[config.mk]
export PLATFORM = sky130hd
export DESIGN_NAME = clipped_rectangle_fill_engine
export DESIGN_NICKNAME = d
export VERILOG_FILES = /design/src/rtl/core/rcf_pkg.sv /design/src/rtl/core/rcf_cfg_regs.sv /design/src/rtl/core/rcf_scan.sv /design/src/rtl/core/rcf_pixel_out.sv /design/src/rtl/core/clipped_rectangle_fill_engine.sv
export SDC_FILE = /design/constraint.sdc
export NUM_CORES = 1
export LEC_CHECK = 0
export ABC_AREA = 0
export BUFFER_PORTS_ARGS = -buffer_cell sky130_fd_sc_hd__buf_4
export CAP_MARGIN = 20
export CORE_AREA = 2 2 267 269
export DETAILED_ROUTE_END_ITERATION = 16
export DIE_AREA = 0 0 269 271
export GPL_ROUTABILITY_DRIVEN = 1
export GPL_TIMING_DRIVEN = 1
export PLACE_DENSITY = 0.63
export SYNTH_ARGS = -nofsm -noshare
export SYNTH_HDL_FRONTEND = slang
export SYNTH_HIERARCHICAL = 1
export SYNTH_SLANG_ARGS = --single-unit
export TNS_END_PERCENT = 30
[constraint.sdc]
create_clock -name clk -period 8.7 [get_ports clk]
set_input_delay 1.74 -clock clk [delete_from_list [all_inputs] [get_ports clk]]
set_output_delay 1.74 -clock clk [all_outputs]
set_load 0.01 [all_outputs]
[src/rtl/core/rcf_pkg.sv]
// ----------------------------------------------------------------------------
// rcf_pkg
// Shared types and constants of the clipped rectangle fill engine.
// ----------------------------------------------------------------------------
package rcf_pkg;

	localparam int unsigned COORD_W  = 16;
	localparam int unsigned CLIP_W   = 13;
	localparam int unsigned PITCH_W  = 16;
	localparam int unsigned BPP_W    = 3;
	localparam int unsigned OFFSET_W = 28;
	localparam int unsigned PIX_W    = 12;
	localparam int unsigned COLOR_W  = 32;
	localparam int unsigned CFG_IDX_W  = 3;
	localparam int unsigned CFG_DATA_W = 16;

	localparam logic OP_LOAD = 1'b0;
	localparam logic OP_STEP = 1'b1;

	typedef enum logic [CFG_IDX_W-1:0] {
		CFG_FRAME_WIDTH     = 3'd0,
		CFG_FRAME_HEIGHT    = 3'd1,
		CFG_ROW_PITCH       = 3'd2,
		CFG_BYTES_PER_PIXEL = 3'd3
	} cfg_idx_t;

	localparam logic [CLIP_W-1:0]  RST_FRAME_WIDTH     = 13'd640;
	localparam logic [CLIP_W-1:0]  RST_FRAME_HEIGHT    = 13'd480;
	localparam logic [PITCH_W-1:0] RST_ROW_PITCH       = 16'd2560;
	localparam logic [BPP_W-1:0]   RST_BYTES_PER_PIXEL = 3'd4;

	typedef struct packed {
		logic                      opcode;
		logic signed [COORD_W-1:0] corner_min_x;
		logic signed [COORD_W-1:0] corner_min_y;
		logic signed [COORD_W-1:0] corner_max_x;
		logic signed [COORD_W-1:0] corner_max_y;
		logic                      outline_only;
		logic [7:0]                color_red;
		logic [7:0]                color_green;
		logic [7:0]                color_blue;
		logic [7:0]                color_alpha;
	} cmd_word_t;

	typedef struct packed {
		logic [OFFSET_W-1:0] pixel_offset;
		logic [PIX_W-1:0]    pixel_x;
		logic [PIX_W-1:0]    pixel_y;
		logic [COLOR_W-1:0]  pixel_color;
		logic                last_pixel;
	} pix_word_t;

	typedef struct packed {
		logic [CLIP_W-1:0]  frame_width;
		logic [CLIP_W-1:0]  frame_height;
		logic [PITCH_W-1:0] row_pitch;
		logic [BPP_W-1:0]   bytes_per_pixel;
	} cfg_regs_t;

	// one pixel write request from the scan stage to the output stage
	typedef struct packed {
		logic               write;
		logic [CLIP_W-1:0]  x;
		logic [CLIP_W-1:0]  y;
		logic [COLOR_W-1:0] color;
		logic               last;
	} pix_req_t;

	// clamp a signed corner coordinate to [0, limit]
	function automatic logic [CLIP_W-1:0] clamp_side(
		input logic signed [COORD_W-1:0] v,
		input logic [CLIP_W-1:0]         limit
	);
		logic [CLIP_W-1:0] r;
		if (v[COORD_W-1]) begin
			r = '0;
		end else if (v > $signed({{(COORD_W-CLIP_W){1'b0}}, limit})) begin
			r = limit;
		end else begin
			r = v[CLIP_W-1:0];
		end
		return r;
	endfunction

endpackage

[src/rtl/core/rcf_cfg_regs.sv]
// ----------------------------------------------------------------------------
// rcf_cfg_regs
// Frame geometry registers written through the configuration channel.
// ----------------------------------------------------------------------------
module rcf_cfg_regs
	import rcf_pkg::*;
(
	input  logic                  clk,
	input  logic                  arst_n,
	input  logic                  cfg_valid,
	output logic                  cfg_ready,
	input  logic [CFG_IDX_W-1:0]  cfg_index,
	input  logic [CFG_DATA_W-1:0] cfg_data,
	output cfg_regs_t             regs
);

	cfg_regs_t regs_q;

	assign cfg_ready = 1'b1;
	assign regs      = regs_q;

	always_ff @(posedge clk or negedge arst_n) begin
		if (!arst_n) begin
			regs_q.frame_width     <= RST_FRAME_WIDTH;
			regs_q.frame_height    <= RST_FRAME_HEIGHT;
			regs_q.row_pitch       <= RST_ROW_PITCH;
			regs_q.bytes_per_pixel <= RST_BYTES_PER_PIXEL;
		end else if (cfg_valid && cfg_ready) begin
			unique case (cfg_idx_t'(cfg_index))
				CFG_FRAME_WIDTH:     regs_q.frame_width     <= cfg_data[CLIP_W-1:0];
				CFG_FRAME_HEIGHT:    regs_q.frame_height    <= cfg_data[CLIP_W-1:0];
				CFG_ROW_PITCH:       regs_q.row_pitch       <= cfg_data[PITCH_W-1:0];
				CFG_BYTES_PER_PIXEL: regs_q.bytes_per_pixel <= cfg_data[BPP_W-1:0];
				default: begin
					// drop writes to unmapped indexes
				end
			endcase
		end
	end

endmodule

[src/rtl/core/rcf_scan.sv]
// ----------------------------------------------------------------------------
// rcf_scan
// Command register and scan state: latches clipped rectangles, walks the
// cursor one pixel per step word and issues pixel write requests.
// ----------------------------------------------------------------------------
module rcf_scan
	import rcf_pkg::*;
#(
	parameter int unsigned MAX_FRAME_SIDE = 4096
) (
	input  logic      clk,
	input  logic      arst_n,
	input  logic      cmd_valid,
	output logic      cmd_stall,
	input  cmd_word_t cmd_word,
	input  cfg_regs_t regs,
	input  logic      out_free,
	output pix_req_t  req
);

	localparam int unsigned LIM_W = CLIP_W + 2;

	cmd_word_t         cmd_s1;
	logic              valid_s1;
	logic              advance;
	logic              do_load;
	logic              do_step;

	logic              scan_active_q;
	logic [CLIP_W-1:0] clip_left_q, clip_top_q, clip_right_q, clip_bottom_q;
	logic [CLIP_W-1:0] cursor_x_q, cursor_y_q;
	logic [COLOR_W-1:0] packed_color_q;
	logic              outline_mode_q;

	logic [CLIP_W-1:0] lim_w, lim_h;
	logic [CLIP_W-1:0] new_left, new_top, new_right, new_bottom;
	logic [CLIP_W:0]   x_p1, y_p1;
	logic              row_end, last, border;

	assign cmd_stall = valid_s1 && !out_free;
	assign advance   = valid_s1 && out_free;
	assign do_load   = advance && (cmd_s1.opcode == OP_LOAD);
	assign do_step   = advance && (cmd_s1.opcode == OP_STEP) && scan_active_q;

	always_ff @(posedge clk or negedge arst_n) begin
		if (!arst_n) begin
			valid_s1 <= 1'b0;
		end else begin
			valid_s1 <= cmd_stall || cmd_valid;
		end
	end

	always_ff @(posedge clk) begin
		if (cmd_valid && !cmd_stall) begin
			cmd_s1 <= cmd_word;
		end
	end

	// frame size above the parameter limit clips at the limit
	always_comb begin
		lim_w = ({2'b00, regs.frame_width} > LIM_W'(MAX_FRAME_SIDE))
			? CLIP_W'(MAX_FRAME_SIDE) : regs.frame_width;
		lim_h = ({2'b00, regs.frame_height} > LIM_W'(MAX_FRAME_SIDE))
			? CLIP_W'(MAX_FRAME_SIDE) : regs.frame_height;
		new_left   = clamp_side(cmd_s1.corner_min_x, lim_w);
		new_top    = clamp_side(cmd_s1.corner_min_y, lim_h);
		new_right  = clamp_side(cmd_s1.corner_max_x, lim_w);
		new_bottom = clamp_side(cmd_s1.corner_max_y, lim_h);
	end

	always_comb begin
		x_p1    = {1'b0, cursor_x_q} + 1'b1;
		y_p1    = {1'b0, cursor_y_q} + 1'b1;
		row_end = x_p1 >= {1'b0, clip_right_q};
		last    = row_end && (y_p1 >= {1'b0, clip_bottom_q});
		border  = (cursor_y_q == clip_top_q) || (y_p1 == {1'b0, clip_bottom_q}) ||
			(cursor_x_q == clip_left_q) || (x_p1 == {1'b0, clip_right_q});
	end

	always_ff @(posedge clk or negedge arst_n) begin
		if (!arst_n) begin
			scan_active_q  <= 1'b0;
			clip_left_q    <= '0;
			clip_top_q     <= '0;
			clip_right_q   <= '0;
			clip_bottom_q  <= '0;
			cursor_x_q     <= '0;
			cursor_y_q     <= '0;
			packed_color_q <= '0;
			outline_mode_q <= 1'b0;
		end else if (do_load) begin
			clip_left_q    <= new_left;
			clip_top_q     <= new_top;
			clip_right_q   <= new_right;
			clip_bottom_q  <= new_bottom;
			cursor_x_q     <= new_left;
			cursor_y_q     <= new_top;
			packed_color_q <= {cmd_s1.color_alpha, cmd_s1.color_red,
				cmd_s1.color_green, cmd_s1.color_blue};
			outline_mode_q <= cmd_s1.outline_only;
			scan_active_q  <= (new_left < new_right) && (new_top < new_bottom);
		end else if (do_step) begin
			priority if (last) begin
				scan_active_q <= 1'b0;
			end else if (row_end) begin
				cursor_x_q <= clip_left_q;
				cursor_y_q <= y_p1[CLIP_W-1:0];
			end else begin
				cursor_x_q <= x_p1[CLIP_W-1:0];
			end
		end
	end

	assign req.write = do_step && (!outline_mode_q || border);
	assign req.x     = cursor_x_q;
	assign req.y     = cursor_y_q;
	assign req.color = packed_color_q;
	assign req.last  = last;

	a_cursor_below_end: assert property (@(posedge clk) disable iff (!arst_n)
		scan_active_q |-> (cursor_x_q < clip_right_q) && (cursor_y_q < clip_bottom_q))
		else $error("scan cursor past the clipped rectangle");

	a_cursor_above_start: assert property (@(posedge clk) disable iff (!arst_n)
		scan_active_q |-> (cursor_x_q >= clip_left_q) && (cursor_y_q >= clip_top_q))
		else $error("scan cursor before the clipped rectangle");

	a_last_ends_scan: assert property (@(posedge clk) disable iff (!arst_n)
		(do_step && last) |=> !scan_active_q)
		else $error("scan still active after its last pixel");

	a_write_needs_scan: assert property (@(posedge clk) disable iff (!arst_n)
		req.write |-> scan_active_q && valid_s1 && out_free)
		else $error("pixel request without an active scan step");

endmodule

[src/rtl/core/rcf_pixel_out.sv]
// ----------------------------------------------------------------------------
// rcf_pixel_out
// Byte offset computation and output register of the pixel write channel.
// ----------------------------------------------------------------------------
module rcf_pixel_out
	import rcf_pkg::*;
(
	input  logic      clk,
	input  logic      arst_n,
	input  pix_req_t  req,
	input  cfg_regs_t regs,
	output logic      out_free,
	output logic      pix_valid,
	input  logic      pix_stall,
	output pix_word_t pix_word
);

	logic [CLIP_W+PITCH_W-1:0] row_off;
	logic [CLIP_W+BPP_W-1:0]   col_off;
	logic [CLIP_W+PITCH_W-1:0] sum_off;
	logic                      pix_valid_q;
	pix_word_t                 pix_word_q;

	assign out_free  = !pix_valid_q || !pix_stall;
	assign pix_valid = pix_valid_q;
	assign pix_word  = pix_word_q;

	always_comb begin
		row_off = req.y * regs.row_pitch;
		col_off = req.x * regs.bytes_per_pixel;
		sum_off = row_off + (CLIP_W+PITCH_W)'(col_off);
	end

	always_ff @(posedge clk or negedge arst_n) begin
		if (!arst_n) begin
			pix_valid_q <= 1'b0;
		end else if (out_free) begin
			pix_valid_q <= req.write;
		end
	end

	always_ff @(posedge clk) begin
		if (out_free && req.write) begin
			pix_word_q.pixel_offset <= sum_off[OFFSET_W-1:0];
			pix_word_q.pixel_x      <= req.x[PIX_W-1:0];
			pix_word_q.pixel_y      <= req.y[PIX_W-1:0];
			pix_word_q.pixel_color  <= req.color;
			pix_word_q.last_pixel   <= req.last;
		end
	end

endmodule

[src/rtl/core/clipped_rectangle_fill_engine.sv]
// ----------------------------------------------------------------------------
// clipped_rectangle_fill_engine
// Rectangle fill engine: clips a rectangle to the frame and turns step words
// into pixel writes (offset, coordinates, colour), at most one per step.
// ----------------------------------------------------------------------------
//
//   channel  handshake              word        carries
//   cmd      cmd_valid / cmd_stall  cmd_word    load or step command
//   pix      pix_valid / pix_stall  pix_word    one pixel write
//   cfg      cfg_valid / cfg_ready  cfg_index,  frame geometry register write
//                                   cfg_data
//
// One command word is taken per clock while cmd_stall is low. A taken word
// is held in the command register; the scan state and the offset multiply
// (row * pitch + col * bpp) then settle it into the pixel output register,
// from which its write shows on pix. Load words, steps while no scan is
// active and steps that land on outline interior pixels give no write.
// Reset (arst_n low) clears the scan, empties both registers and restores
// the geometry registers to 640 x 480, pitch 2560, 4 bytes per pixel.
// A stall on pix with pix_valid high holds the output register and a word in
// the command register; cmd_stall rises in the same cycle so none is dropped.
//
module clipped_rectangle_fill_engine
	import rcf_pkg::*;
#(
	parameter int unsigned MAX_FRAME_SIDE = 4096
) (
	input  logic                  clk,
	input  logic                  arst_n,
	input  logic                  cmd_valid,
	output logic                  cmd_stall,
	input  cmd_word_t             cmd_word,
	output logic                  pix_valid,
	input  logic                  pix_stall,
	output pix_word_t             pix_word,
	input  logic                  cfg_valid,
	output logic                  cfg_ready,
	input  logic [CFG_IDX_W-1:0]  cfg_index,
	input  logic [CFG_DATA_W-1:0] cfg_data
);

	cfg_regs_t regs;
	pix_req_t  req;
	logic      out_free;

	// geometry registers
	rcf_cfg_regs u_cfg (
		.clk       (clk),
		.arst_n    (arst_n),
		.cfg_valid (cfg_valid),
		.cfg_ready (cfg_ready),
		.cfg_index (cfg_index),
		.cfg_data  (cfg_data),
		.regs      (regs)
	);

	// command register, clipping and scan cursor
	rcf_scan #(
		.MAX_FRAME_SIDE (MAX_FRAME_SIDE)
	) u_scan (
		.clk       (clk),
		.arst_n    (arst_n),
		.cmd_valid (cmd_valid),
		.cmd_stall (cmd_stall),
		.cmd_word  (cmd_word),
		.regs      (regs),
		.out_free  (out_free),
		.req       (req)
	);

	// offset math and pixel output register
	rcf_pixel_out u_out (
		.clk       (clk),
		.arst_n    (arst_n),
		.req       (req),
		.regs      (regs),
		.out_free  (out_free),
		.pix_valid (pix_valid),
		.pix_stall (pix_stall),
		.pix_word  (pix_word)
	);

endmodule
==> results.py, run 1 <==
metrics = {
    "timing": {
        "rsz0062_at_grt": "false",
        "finalMaxSlewViolations": 0,
        "holdWs_ns": 0.441,
        "fin_ws_ns": 2.30,
        "hold_viol_final": 0,
        "period_share": 0.736,
        "max_freq_mhz": 156,
        "tns_ns": 0,
        "maxSlewHeadroom": 0.298,
        "setup_viol": 0,
        "period_minus_slack_ns": 6.40,
        "tightest_slew_ns": 1.05,
        "fin_skew_ns": 0.0492,
    },
    "cts": {
        "ctsRootBufferMaster": "clkbuf_16",
        "postCtsSetupBuffers": 0,
        "cts_sinks": 342,
        "clk_pin_slew_ns": 0.06,
        "cts_tree": "yes",
        "cts.path.max_buffers": 3,
        "cts_resized": 0,
        "ctsHoldBuffers": 0,
        "clk_latency_ns": 0.58,
        "cts_max_level": 2,
        "cts_buffers": 41,
    },
    "power_and_ir_drop": {
        "p_total_mw": 8.66,
        "peakVddDrop_mv": 0.173,
        "power_per_cell_area_mw_per_mm2": 306,
        "power.leakage_nw": 13.3,
    },
    "floorplanning": {
        "die_y_um": 271,
        "core_sq_mm": 0.0698,
        "die_area_sq_mm": 0.0729,
        "initial_utilization": 0.348,
        "die_x_um": 269,
        "io_pins": 210,
        "rows": 97,
    },
    "logic_synthesis": {
        "ys_dominant_reg_cell": "edfxtp_1",
        "async_flop_share": 0.465,
        "yosys.area.top_type": "edfxtp_1",
        "ys_seq_area_frac": 0.391,
        "synth_simple_gate_area_frac": 0.148,
        "syn_area_sq_mm": 0.0243,
        "yosys-top-cells-area": "edfxtp_1 (23%), fa_1 (16%), dfrtp_1 (15%)",
        "synth_top_family_by_area": "adder cells",
        "synth_fa_ha_area_frac": 0.260,
        "synth-seq-cells": 342,
        "syn-mean-instance-area_sq_um": 10.8,
        "ys_warn_count": 6,
        "syn_nets": 2757,
        "synth-xor-area-share": 0.0314,
        "synthMuxAreaShare": 0.0472,
        "synth-edff-count": 183,
        "synthesis.instances": 2244,
        "yosysTopAreaCellShare": 0.226,
        "synth_cell_types": 77,
        "synth_compound_area_frac": 0.0615,
    },
    "routing": {
        "drc": 0,
        "drt-pass1-iter-count": 6,
        "wirelength_mm": 61.9,
        "via_per_inst": 4.90,
        "first_iter_violations": 1078,
        "drt.antenna.violating_nets": 0,
        "vias": 16600,
        "wl_per_cell_um": 18.2,
    },
    "worst_hold_path": {
        "hold_path.class": "flip-flop to flip-flop",
    },
    "run": {
        "max_cap_viol_count": 0,
    },
    "global_routing": {
        "grt_pass1_wl_mm": 97.9,
        "antenna_found_initial": 2,
        "grt_max_degree": 86,
        "grt_pass1_vias": 17700,
        "grt-ovfl-total": 0,
        "grt.total_usage": 0.172,
    },
    "setup_path": {
        "path_cells": "nand2_1 > fa_1 > fa_1 > fa_1 > inv_1 > fa_1 > fa_1 > inv_1 > fa_1 > inv_1 > ha_1 > and2_1 > a41o_2 > a21oi_1 > a41oi_2 > a21o_1 > a21oi_2 > xnor2_1",
        "crit_fanout": 23,
        "cp.required_ns": 9.03,
        "crit_top_cell": "fa_1",
        "worst-setup-path-type": "flip-flop to flip-flop",
        "cp_data_arrival_time_ns": 6.73,
        "cpMaxStageDelayCell": "dfrtp_1",
        "endpoint_kind": "flip-flop",
        "start_kind": "flip-flop",
        "critical_path.max_stage_delay_ns": 0.91,
    },
    "place": {
        "dp_hpwl_mm": 47.5,
        "placed_cell_area_sq_mm": 0.0268,
        "gp_congestion": 0.911,
        "dp_slack_ns": 2.34,
        "port_buffers": 208,
    },
    "cells_and_area": {
        "fillers": 6594,
        "multi_input_area_sq_mm": 0.0133,
        "final_cell_area_sq_mm": 0.0283,
        "syn2layout_area_growth_pct": 16.7,
        "nets": 2933,
        "final_layout_size_suffix_gt1_frac": 0.162,
        "regArea_sq_mm": 0.00949,
    },
    "status": {
        "status": "finished clean",
    },
}
==> worst max-delay path, delay by kind of cell (launching register included) <==
family                   cells  cell delay (ns)
AND/OR/NAND/NOR              2             0.43
flip-flops                   1             0.91
buffers and inverters        3             0.14
adder cells (fa/ha/maj)      7             3.49
AO/OA/AOI/OAI                5             1.11
XOR/XNOR                     1             0.06
==> placed cells by master, fill, tap and decap left out, types with 8 or more instances in the layout <==
| cell | synthesis | final |
|---|---|---|
| xor2_1 | 45 | 45 |
| a21oi_1 | 58 | 58 |
| edfxtp_1 | 183 | 183 |
| nor3_1 | 24 | 23 |
| xnor2_1 | 42 | 42 |
| and3_1 | 11 | 11 |
| o21ai_0 | 52 | 52 |
| bufinv_16 | 0 | 8 |
| dfrtp_1 | 150 | 150 |
| fa_1 | 190 | 190 |
| nand2b_1 | 8 | 8 |
| a21o_1 | 44 | 44 |
| dfstp_2 | 9 | 9 |
| or3_1 | 15 | 15 |
| inv_1 | 291 | 291 |
| mux2_1 | 10 | 10 |
| buf_4 | 4 | 217 |
| and2_1 | 133 | 131 |
| nand4_1 | 26 | 26 |
| mux2_2 | 43 | 43 |
| clkbuf_16 | 0 | 46 |
| nor4_1 | 9 | 9 |
| nor2b_1 | 34 | 34 |
| nand3_1 | 27 | 27 |
| nor2_1 | 58 | 57 |
| nand2_1 | 314 | 314 |
| a221o_1 | 9 | 9 |
| or2_2 | 26 | 25 |
| mux2i_1 | 55 | 55 |
| ha_1 | 201 | 201 |
==> cell usage after synthesis, types with 26 or more instances <==
master    number
nand2_1      314
inv_1        291
ha_1         201
fa_1         190
edfxtp_1     183
dfrtp_1      150
and2_1       133
clkbuf_1      67
a21oi_1       58
nor2_1        58
mux2i_1       55
o21ai_0       52
xor2_1        45
a21o_1        44
mux2_2        43
xnor2_1       42
nor2b_1       34
nand3_1       27
nand4_1       26
or2_2         26
==> registers in the layout, indices dropped and copies added, names as in the netlist, 13 cells and up <==
name / count
u_scan/packed_color_q: 32
u_scan/cursor_x_q: 13
u_scan/cursor_y_q: 13
u_scan/cmd_s1: 98
u_scan/clip_bottom_q: 13
u_out/pix_word: 85
u_cfg/regs: 45
u_scan/clip_right_q: 13
u_scan/clip_left_q: 13
u_scan/clip_top_q: 13
==> where the power goes <==
part           internal [mW]  leakage [nW]  total (mW)  switching [mW]
registers               2.12          3.76        2.51           0.388
clock network           1.22         0.754        1.94           0.722
logic                   1.76          8.78        4.21            2.45
total                   5.11          13.3        8.66            3.56
==> metal layers <==
| metal | track usage | up-vias | routed length [um] |
|---|---|---|---|
| met5 | 0 | - | 0 |
| met4 | 0.0509 | 0 | 1820 |
| met3 | 0.0318 | 106 | 3510 |
| met2 | 0.278 | 501 | 28600 |
| met1 | 0.233 | 8222 | 28000 |
| li1 | - | 7793 | - |
==> cell families after synthesis <==
family          count (synthesis)
xor+xnor                       87
other cells                     1
compound gates                222
buf+inv                       378
fa+ha+maj                     391
simple gates                  715
flops                         342
mux                           108
==> through the flow <==
step,util,cells
after floorplan,-,2244
after global placement,0.383,3315
after detailed placement,0.383,3316
after CTS,0.406,3392
after global routing,0.406,3393
final,0.406,3395
==> cell type report <==
type / instances / share of cell area
Inverter: 291 / 0.0385
Clock buffer: 53 / 0.0423
Antenna cell: 2 / 0.000177
Clock inverter: 23 / 0.0127
Timing Repair Buffer: 220 / 0.0591
Tap cell: 940 / 0.0415
Multi-Input combinational cell: 1524 / 0.471
Sequential cell: 342 / 0.335
==> path summary, 6_finish.rpt <==
kind | cells after the start | end | from | slack (ns)
hold reg to reg | 2 | u_scan/packed_color_q[3] | u_scan/cmd_s1[11] | 0.44
setup / recovery | 18 | u_out/pix_word[79] | u_scan/cursor_y_q[3] | 2.30
max in group asynchronous | 3 | u_cfg/regs[25] | arst_n | 6.10
hold / removal | 2 | u_scan/packed_color_q[3] | u_scan/cmd_s1[11] | 0.44
min in group asynchronous | 1 | u_scan/packed_color_q[25] | arst_n | 1.20
setup reg to reg | 18 | u_out/pix_word[79] | u_scan/cursor_y_q[3] | 2.30
(Power assumes the default switching activity.)
==> run 2: changes to the inputs <==
--- a/config.mk
+++ b/config.mk
@@ -13,7 +13,7 @@
 export DIE_AREA = 0 0 269 271
 export GPL_ROUTABILITY_DRIVEN = 1
 export GPL_TIMING_DRIVEN = 1
-export PLACE_DENSITY = 0.63
+export PLACE_DENSITY = 0.65
 export SYNTH_ARGS = -nofsm -noshare
 export SYNTH_HDL_FRONTEND = slang
 export SYNTH_HIERARCHICAL = 1
==> constraint.sdc (replaced) <==
create_clock -name clk -period 5.8 [get_ports clk]
set_input_delay 1.16 -clock clk [delete_from_list [all_inputs] [get_ports clk]]
set_output_delay 1.16 -clock clk [all_outputs]
set_load 0.01 [all_outputs]
==> results.py, run 2 (synthesis gave the netlist of run 1 again) <==
metrics = {
    "timing": {
        "finalMaxSlewViolations": 0,
        "setup_viol": 0,
        "period_minus_slack_ns": 5.70,
        "tns_ns": 0,
        "max_freq_mhz": 175,
        "period_share": 0.983,
        "maxSlewHeadroom": 0.270,
        "rsz0062_at_grt": "true",
        "tightest_slew_ns": 1.10,
        "hold_viol_final": 0,
        "fin_skew_ns": 0.0257,
    },
    "routing": {
        "drt.antenna.violating_nets": 0,
        "wl_per_cell_um": 17.6,
        "wirelength_mm": 62.1,
        "vias": 17000,
        "via_per_inst": 4.82,
        "drc": 0,
        "first_iter_violations": 844,
        "drt-pass1-iter-count": 7,
    },
    "cells_and_area": {
        "final_util": 0.425,
        "layout.cells.non_filler": 3521,
        "largest_reg_flops": 98,
        "final_layout_size_suffix_gt1_frac": 0.235,
        "regMostFlops": "u_scan/cmd_s1",
        "antenna_cells": 0,
        "final_common_cell": "buf_4",
        "layout_common_cells": "buf_4 (324), nand2_1 (305), inv_1 (281)",
        "syn2layout_area_growth_pct": 22.0,
        "nets": 3062,
    },
    "worst_hold_path": {
        "hold_path.class": "flip-flop to flip-flop",
        "hold_depth": 2,
        "min_from": "u_scan/cmd_s1[17]",
        "whs_endpoint": "u_scan/packed_color_q[9]",
    },
    "floorplanning": {
        "initial_utilization": 0.348,
        "io_pins": 210,
        "die_y_um": 271,
        "core_sq_mm": 0.0698,
        "die_area_sq_mm": 0.0729,
        "rows": 97,
        "die_x_um": 269,
    },
    "global_routing": {
        "grt_pass1_wl_mm": 98.2,
        "grt.total_usage": 0.171,
        "grt_max_degree": 97,
        "grt_pass1_vias": 17900,
        "grt-ovfl-total": 0,
        "antenna_found_initial": 3,
    },
    "status": {
        "status": "finished clean",
    },
    "setup_path": {
        "endpoint_kind": "flip-flop",
        "crit_top_cell": "inv_1",
        "cp.required_ns": 6.11,
        "crit_fanout": 6,
        "path_cells": "buf_6 > and2_1 > fa_1 > inv_1 > fa_1 > inv_1 > ha_1 > inv_1 > fa_1 > inv_1 > fa_1 > inv_1 > fa_1 > inv_1 > ha_1 > a21oi_1 > buf_4 > nor2_1 > o211ai_1 > nand4b_1 > buf_4 > buf_4 > a21oi_4 > xnor2_1",
        "cp_data_arrival_time_ns": 6.01,
        "start_kind": "flip-flop",
        "cpMaxStageDelayCell": "fa_1",
        "r2r_cells": 24,
        "reg2reg_from": "u_scan/cursor_y_q[6]",
        "r2r-end": "u_out/pix_word[80]",
        "critical_path.max_stage_delay_ns": 0.53,
        "worst-setup-path-type": "flip-flop to flip-flop",
        "rrSetupSlack_ns": 0.1,
    },
    "place": {
        "gp_congestion": 0.900,
        "place_inst": 3417,
        "port_buffers": 208,
        "dp_hpwl_mm": 49.0,
    },
    "cts": {
        "clk_pin_slew_ns": 0.06,
        "cts_sinks": 342,
        "clk_latency_ns": 0.58,
        "cts.path.max_buffers": 3,
        "cts_buffers": 40,
        "cts_tree": "yes",
        "ctsRootBufferMaster": "clkbuf_16",
        "cts_max_level": 2,
    },
    "power_and_ir_drop": {
        "power.leakage_nw": 13.9,
        "power_per_cell_area_mw_per_mm2": 487,
        "peakVddDrop_mv": 0.540,
    },
    "run": {
        "max_cap_viol_count": 0,
    },
}
[run 2: cell types whose count changed in the layout (fill, tap and decap cells not counted), moves of 8 or more]
cell / previous run / this run
dfrtp_1: 150 / 133
buf_4: 217 / 324
a21oi_1: 58 / 48
dfrtp_2: 0 / 17
ha_1: 201 / 190
inv_1: 291 / 281
ha_4: 0 / 11
nand2_2: 2 / 10
nand2_1: 314 / 305
buf_6: 1 / 15
inv_2: 0 / 10
[run 2: routing by layer]
metal  GRT usage  share of wire  up-vias
met5           0              0        -
met4      0.0421          0.020        0
met3      0.0230          0.043       74
met2       0.284           0.48      405
met1       0.236           0.46     8443
li1            -              -     8048
[run 2: layout make-up]
class	count	area, sq um
Sequential cell	342	9510
Fill cell	6513	40200
Clock buffer	58	1150
Multi-Input combinational cell	1524	13700
Inverter	291	1090
Clock inverter	16	156
Tap cell	940	1180
Timing Repair Buffer	350	2800
[run 2: where the power goes]
group / leakage, nW / internal, mW / switching, mW
sequential: 3.74 / 3.19 / 0.306
clock: 0.641 / 1.44 / 1.04
combinational: 9.53 / 3.84 / 4.62
total: 13.9 / 8.47 / 5.96
[run 2: how the worst max path moves through the flow]
stage / startpoint / end / slack (ns) / depth (start not counted)
2_1_floorplan: u_scan/cursor_y_q[4] / u_out/pix_word[79] / 0.008 / 21
3_3_place_gp: u_scan/cursor_y_q[6] / u_out/pix_word[79] / -0.05 / 20
3_5_place_dp: u_cfg/regs[7] / u_out/pix_word[84] / -0.09 / 19
4_1_cts: u_cfg/regs[2] / u_out/pix_word[78] / -0.006 / 21
5_1_grt: u_scan/cursor_y_q[6] / u_out/pix_word[76] / -0.10 / 20
6_report: u_scan/cursor_y_q[6] / u_out/pix_word[80] / 0.1 / 24
[run 2: repair_timing]
item / CTS / global route
setup buffers: 3 / 26
hold buffers: 0 / 0
resized for setup: 23 / 100
gates cloned: 0 / 0
endpoints found under the setup margin: 8 / 15
pin swaps: 11 / 87
[run 2: through the flow]
stage	hold WS (ns)	cell area, sq um	total power, mW	setup WS [ns]
2_1_floorplan	0.415	24300	8.44	0.00799
3_3_place_gp	0.420	27600	10.7	-0.0505
3_5_place_dp	0.424	27600	10.9	-0.0891
4_1_cts	0.433	29000	13.6	-0.00564
5_1_grt	0.454	29600	15.7	-0.101
6_report	0.433	29600	14.4	0.0988
[run 2: critical path: cells and delay by family (launching register included)]
kind | cells | cell delay [ns]
DFF | 1 | 0.46
buffers and inverters | 10 | 0.98
and+or+nand+nor | 3 | 0.47
AOI/OAI and AO/OA | 3 | 0.47
xor gates and xnor gates | 1 | 0.07
adders and majority gates | 7 | 2.98
==> run 3: changes to the inputs <==
--- a/config.mk
+++ b/config.mk
@@ -8,11 +8,12 @@
 export ABC_AREA = 0
 export BUFFER_PORTS_ARGS = -buffer_cell sky130_fd_sc_hd__buf_4
 export CAP_MARGIN = 20
-export CORE_AREA = 2 2 267 269
+export CORE_AREA = 2 2 376 192
 export DETAILED_ROUTE_END_ITERATION = 16
-export DIE_AREA = 0 0 269 271
+export DIE_AREA = 0 0 378 194
 export GPL_ROUTABILITY_DRIVEN = 1
 export GPL_TIMING_DRIVEN = 1
+export HOLD_SLACK_MARGIN = 0.06
 export PLACE_DENSITY = 0.65
 export SYNTH_ARGS = -nofsm -noshare
 export SYNTH_HDL_FRONTEND = slang
==> constraint.sdc (replaced) <==
create_clock -name clk -period 5.8 [get_ports clk]
set_input_delay 0.87 -clock clk [delete_from_list [all_inputs] [get_ports clk]]
set_output_delay 0.87 -clock clk [all_outputs]
set_load 0.01 [all_outputs]
==> results.py, run 3 (synthesis gave the netlist of run 1 again) <==
metrics = {
    "timing": {
        "setup_viol": 0,
        "tightest_slew_ns": 1.11,
        "fin_ws_ns": 0.00497,
        "holdWs_ns": 0.247,
        "rsz0062_at_grt": "true",
        "period_share": 0.999,
        "hold_viol_final": 0,
        "finalMaxSlewViolations": 0,
        "fin_skew_ns": 0.0301,
        "maxSlewHeadroom": 0.255,
        "max_freq_mhz": 173,
        "tns_ns": 0,
        "period_minus_slack_ns": 5.80,
    },
    "place": {
        "dp_slack_ns": -0.330,
        "port_buffers": 208,
        "dp_hpwl_mm": 54.1,
        "gp_congestion": 0.949,
    },
    "setup_path": {
        "rrSetupSlack_ns": 0.005,
        "worst-setup-path-type": "flip-flop to flip-flop",
        "start_kind": "flip-flop",
        "endpoint_kind": "flip-flop",
        "path_cells": "buf_4 > buf_4 > nand2_1 > fa_1 > inv_1 > fa_1 > fa_1 > fa_2 > fa_1 > inv_1 > fa_1 > inv_2 > ha_4 > o21a_1 > nor2_1 > o31a_1 > a41oi_4 > a21o_1 > a21oi_2 > xnor2_1",
        "crit_top_cell": "fa_1",
        "critical_path.max_stage_delay_ns": 0.55,
        "cp_data_arrival_time_ns": 6.13,
        "crit_fanout": 5,
        "cpMaxStageDelayCell": "fa_1",
        "cp.required_ns": 6.13,
    },
    "cells_and_area": {
        "final_common_cell": "buf_4",
        "regMostFlops": "u_scan/cmd_s1",
        "layout_common_cells": "buf_4 (344), nand2_1 (307), inv_1 (278)",
        "final_util": 0.426,
        "fillers": 6668,
        "largest_reg_flops": 98,
        "nets": 3083,
        "syn2layout_area_growth_pct": 23.1,
        "final_layout_size_suffix_gt1_frac": 0.247,
    },
    "cts": {
        "ctsHoldBuffers": 0,
        "ctsRootBufferMaster": "clkbuf_16",
        "clk_latency_ns": 0.58,
        "cts_tree": "yes",
        "cts_sinks": 342,
        "clk_pin_slew_ns": 0.07,
        "cts_max_level": 2,
        "cts_buffers": 37,
        "cts.path.max_buffers": 3,
    },
    "worst_hold_path": {
        "hold_path.class": "primary input to asynchronous set/reset pin",
    },
    "routing": {
        "vias": 17500,
        "route.met2.wl_mm": 27.6,
        "wirelength_mm": 69.2,
        "wl_met3_mm": 5.45,
        "via_per_inst": 4.93,
        "wl_per_cell_um": 19.4,
        "first_iter_violations": 1369,
        "top_layer": "met5",
        "drt.antenna.violating_nets": 0,
        "routedLengthMet1_mm": 35.1,
        "drt-pass1-iter-count": 5,
        "drc": 0,
    },
    "global_routing": {
        "grt.total_usage": 0.186,
        "antenna_found_initial": 2,
        "grt_pass1_wl_mm": 105,
        "grt_pass1_vias": 17600,
        "grt-ovfl-total": 0,
        "grt_max_degree": 59,
    },
    "power_and_ir_drop": {
        "p_total_mw": 14.9,
        "power.leakage_nw": 14.0,
        "peakVddDrop_mv": 0.586,
        "power_per_cell_area_mw_per_mm2": 499,
    },
    "status": {
        "status": "finished clean",
    },
    "floorplanning": {
        "die_x_um": 378,
        "core_sq_mm": 0.0701,
        "rows": 69,
        "die_y_um": 194,
        "initial_utilization": 0.346,
        "die_area_sq_mm": 0.0733,
        "io_pins": 210,
    },
    "run": {
        "max_cap_viol_count": 0,
    },
}
run 3: final cells by class:
| cell class | count | area (sq um) | share of cell area |
|---|---|---|---|
| clock inverters | 19 | 235 | 0.00787 |
| multi-input cells | 1524 | 13800 | 0.462 |
| clock buffers | 49 | 1030 | 0.0346 |
| flip-flops and latches | 342 | 9510 | 0.318 |
| repair buffers | 374 | 3010 | 0.101 |
| inverters | 291 | 1090 | 0.0365 |
| well taps | 958 | 1200 | 0.0401 |
| diodes | 1 | 2.50 | 0.0000837 |
run 3: what timing repair did:
action                     in CTS  in global routing
gates cloned                    0                  0
setup endpoints to repair      12                 15
pin swaps                      22                 94
setup buffers                  14                 26
resized for setup              55                 82
run 3: stage by stage:
stage,cell area [sq um],instances
after floorplan,24300,2244
after global placement,27700,3449
after detailed placement,27700,3449
after CTS,29300,3531
after global routing,29900,3557
final,29900,3558
run 3: layer usage:
metal  global-route usage  vias to the layer above
met4               0.0325                        2
met2                0.246                      603
met5               0.0111                        -
li1                     -                     8086
met3               0.0451                       78
met1                0.300                     8769
run 3: power by group:
| part | switching [mW] | leakage, nW | internal (mW) | total [mW] |
|---|---|---|---|---|
| clock network | 1.07 | 0.623 | 1.42 | 2.49 |
| logic | 4.85 | 9.67 | 4.05 | 8.90 |
| registers | 0.338 | 3.73 | 3.19 | 3.53 |
run 3: path summary, 6_finish.rpt:
check                                      start                         to  depth (start not counted)
worst max-delay path               u_cfg/regs[9]         u_out/pix_word[79]                         20
worst min-delay path                      arst_n     u_scan/clip_right_q[3]                          1
worst max register to register     u_cfg/regs[9]         u_out/pix_word[79]                         20
worst min register to register  u_scan/cmd_s1[1]  u_scan/packed_color_q[25]                          2
max in group asynchronous                 arst_n       u_scan/cursor_y_q[1]                          2
min in group clk                u_scan/cmd_s1[1]  u_scan/packed_color_q[25]                          2
run 3: worst max-delay path, delay by kind of cell (launching register included):
family                     cells  cell delay [ns]
buffers and inverters          5             0.46
and+or+nand+nor                2             0.14
xor gates and xnor gates       1             0.13
adders and majority gates      7             3.33
DFF                            1             0.45
AOI/OAI and AO/OA              5             1.00
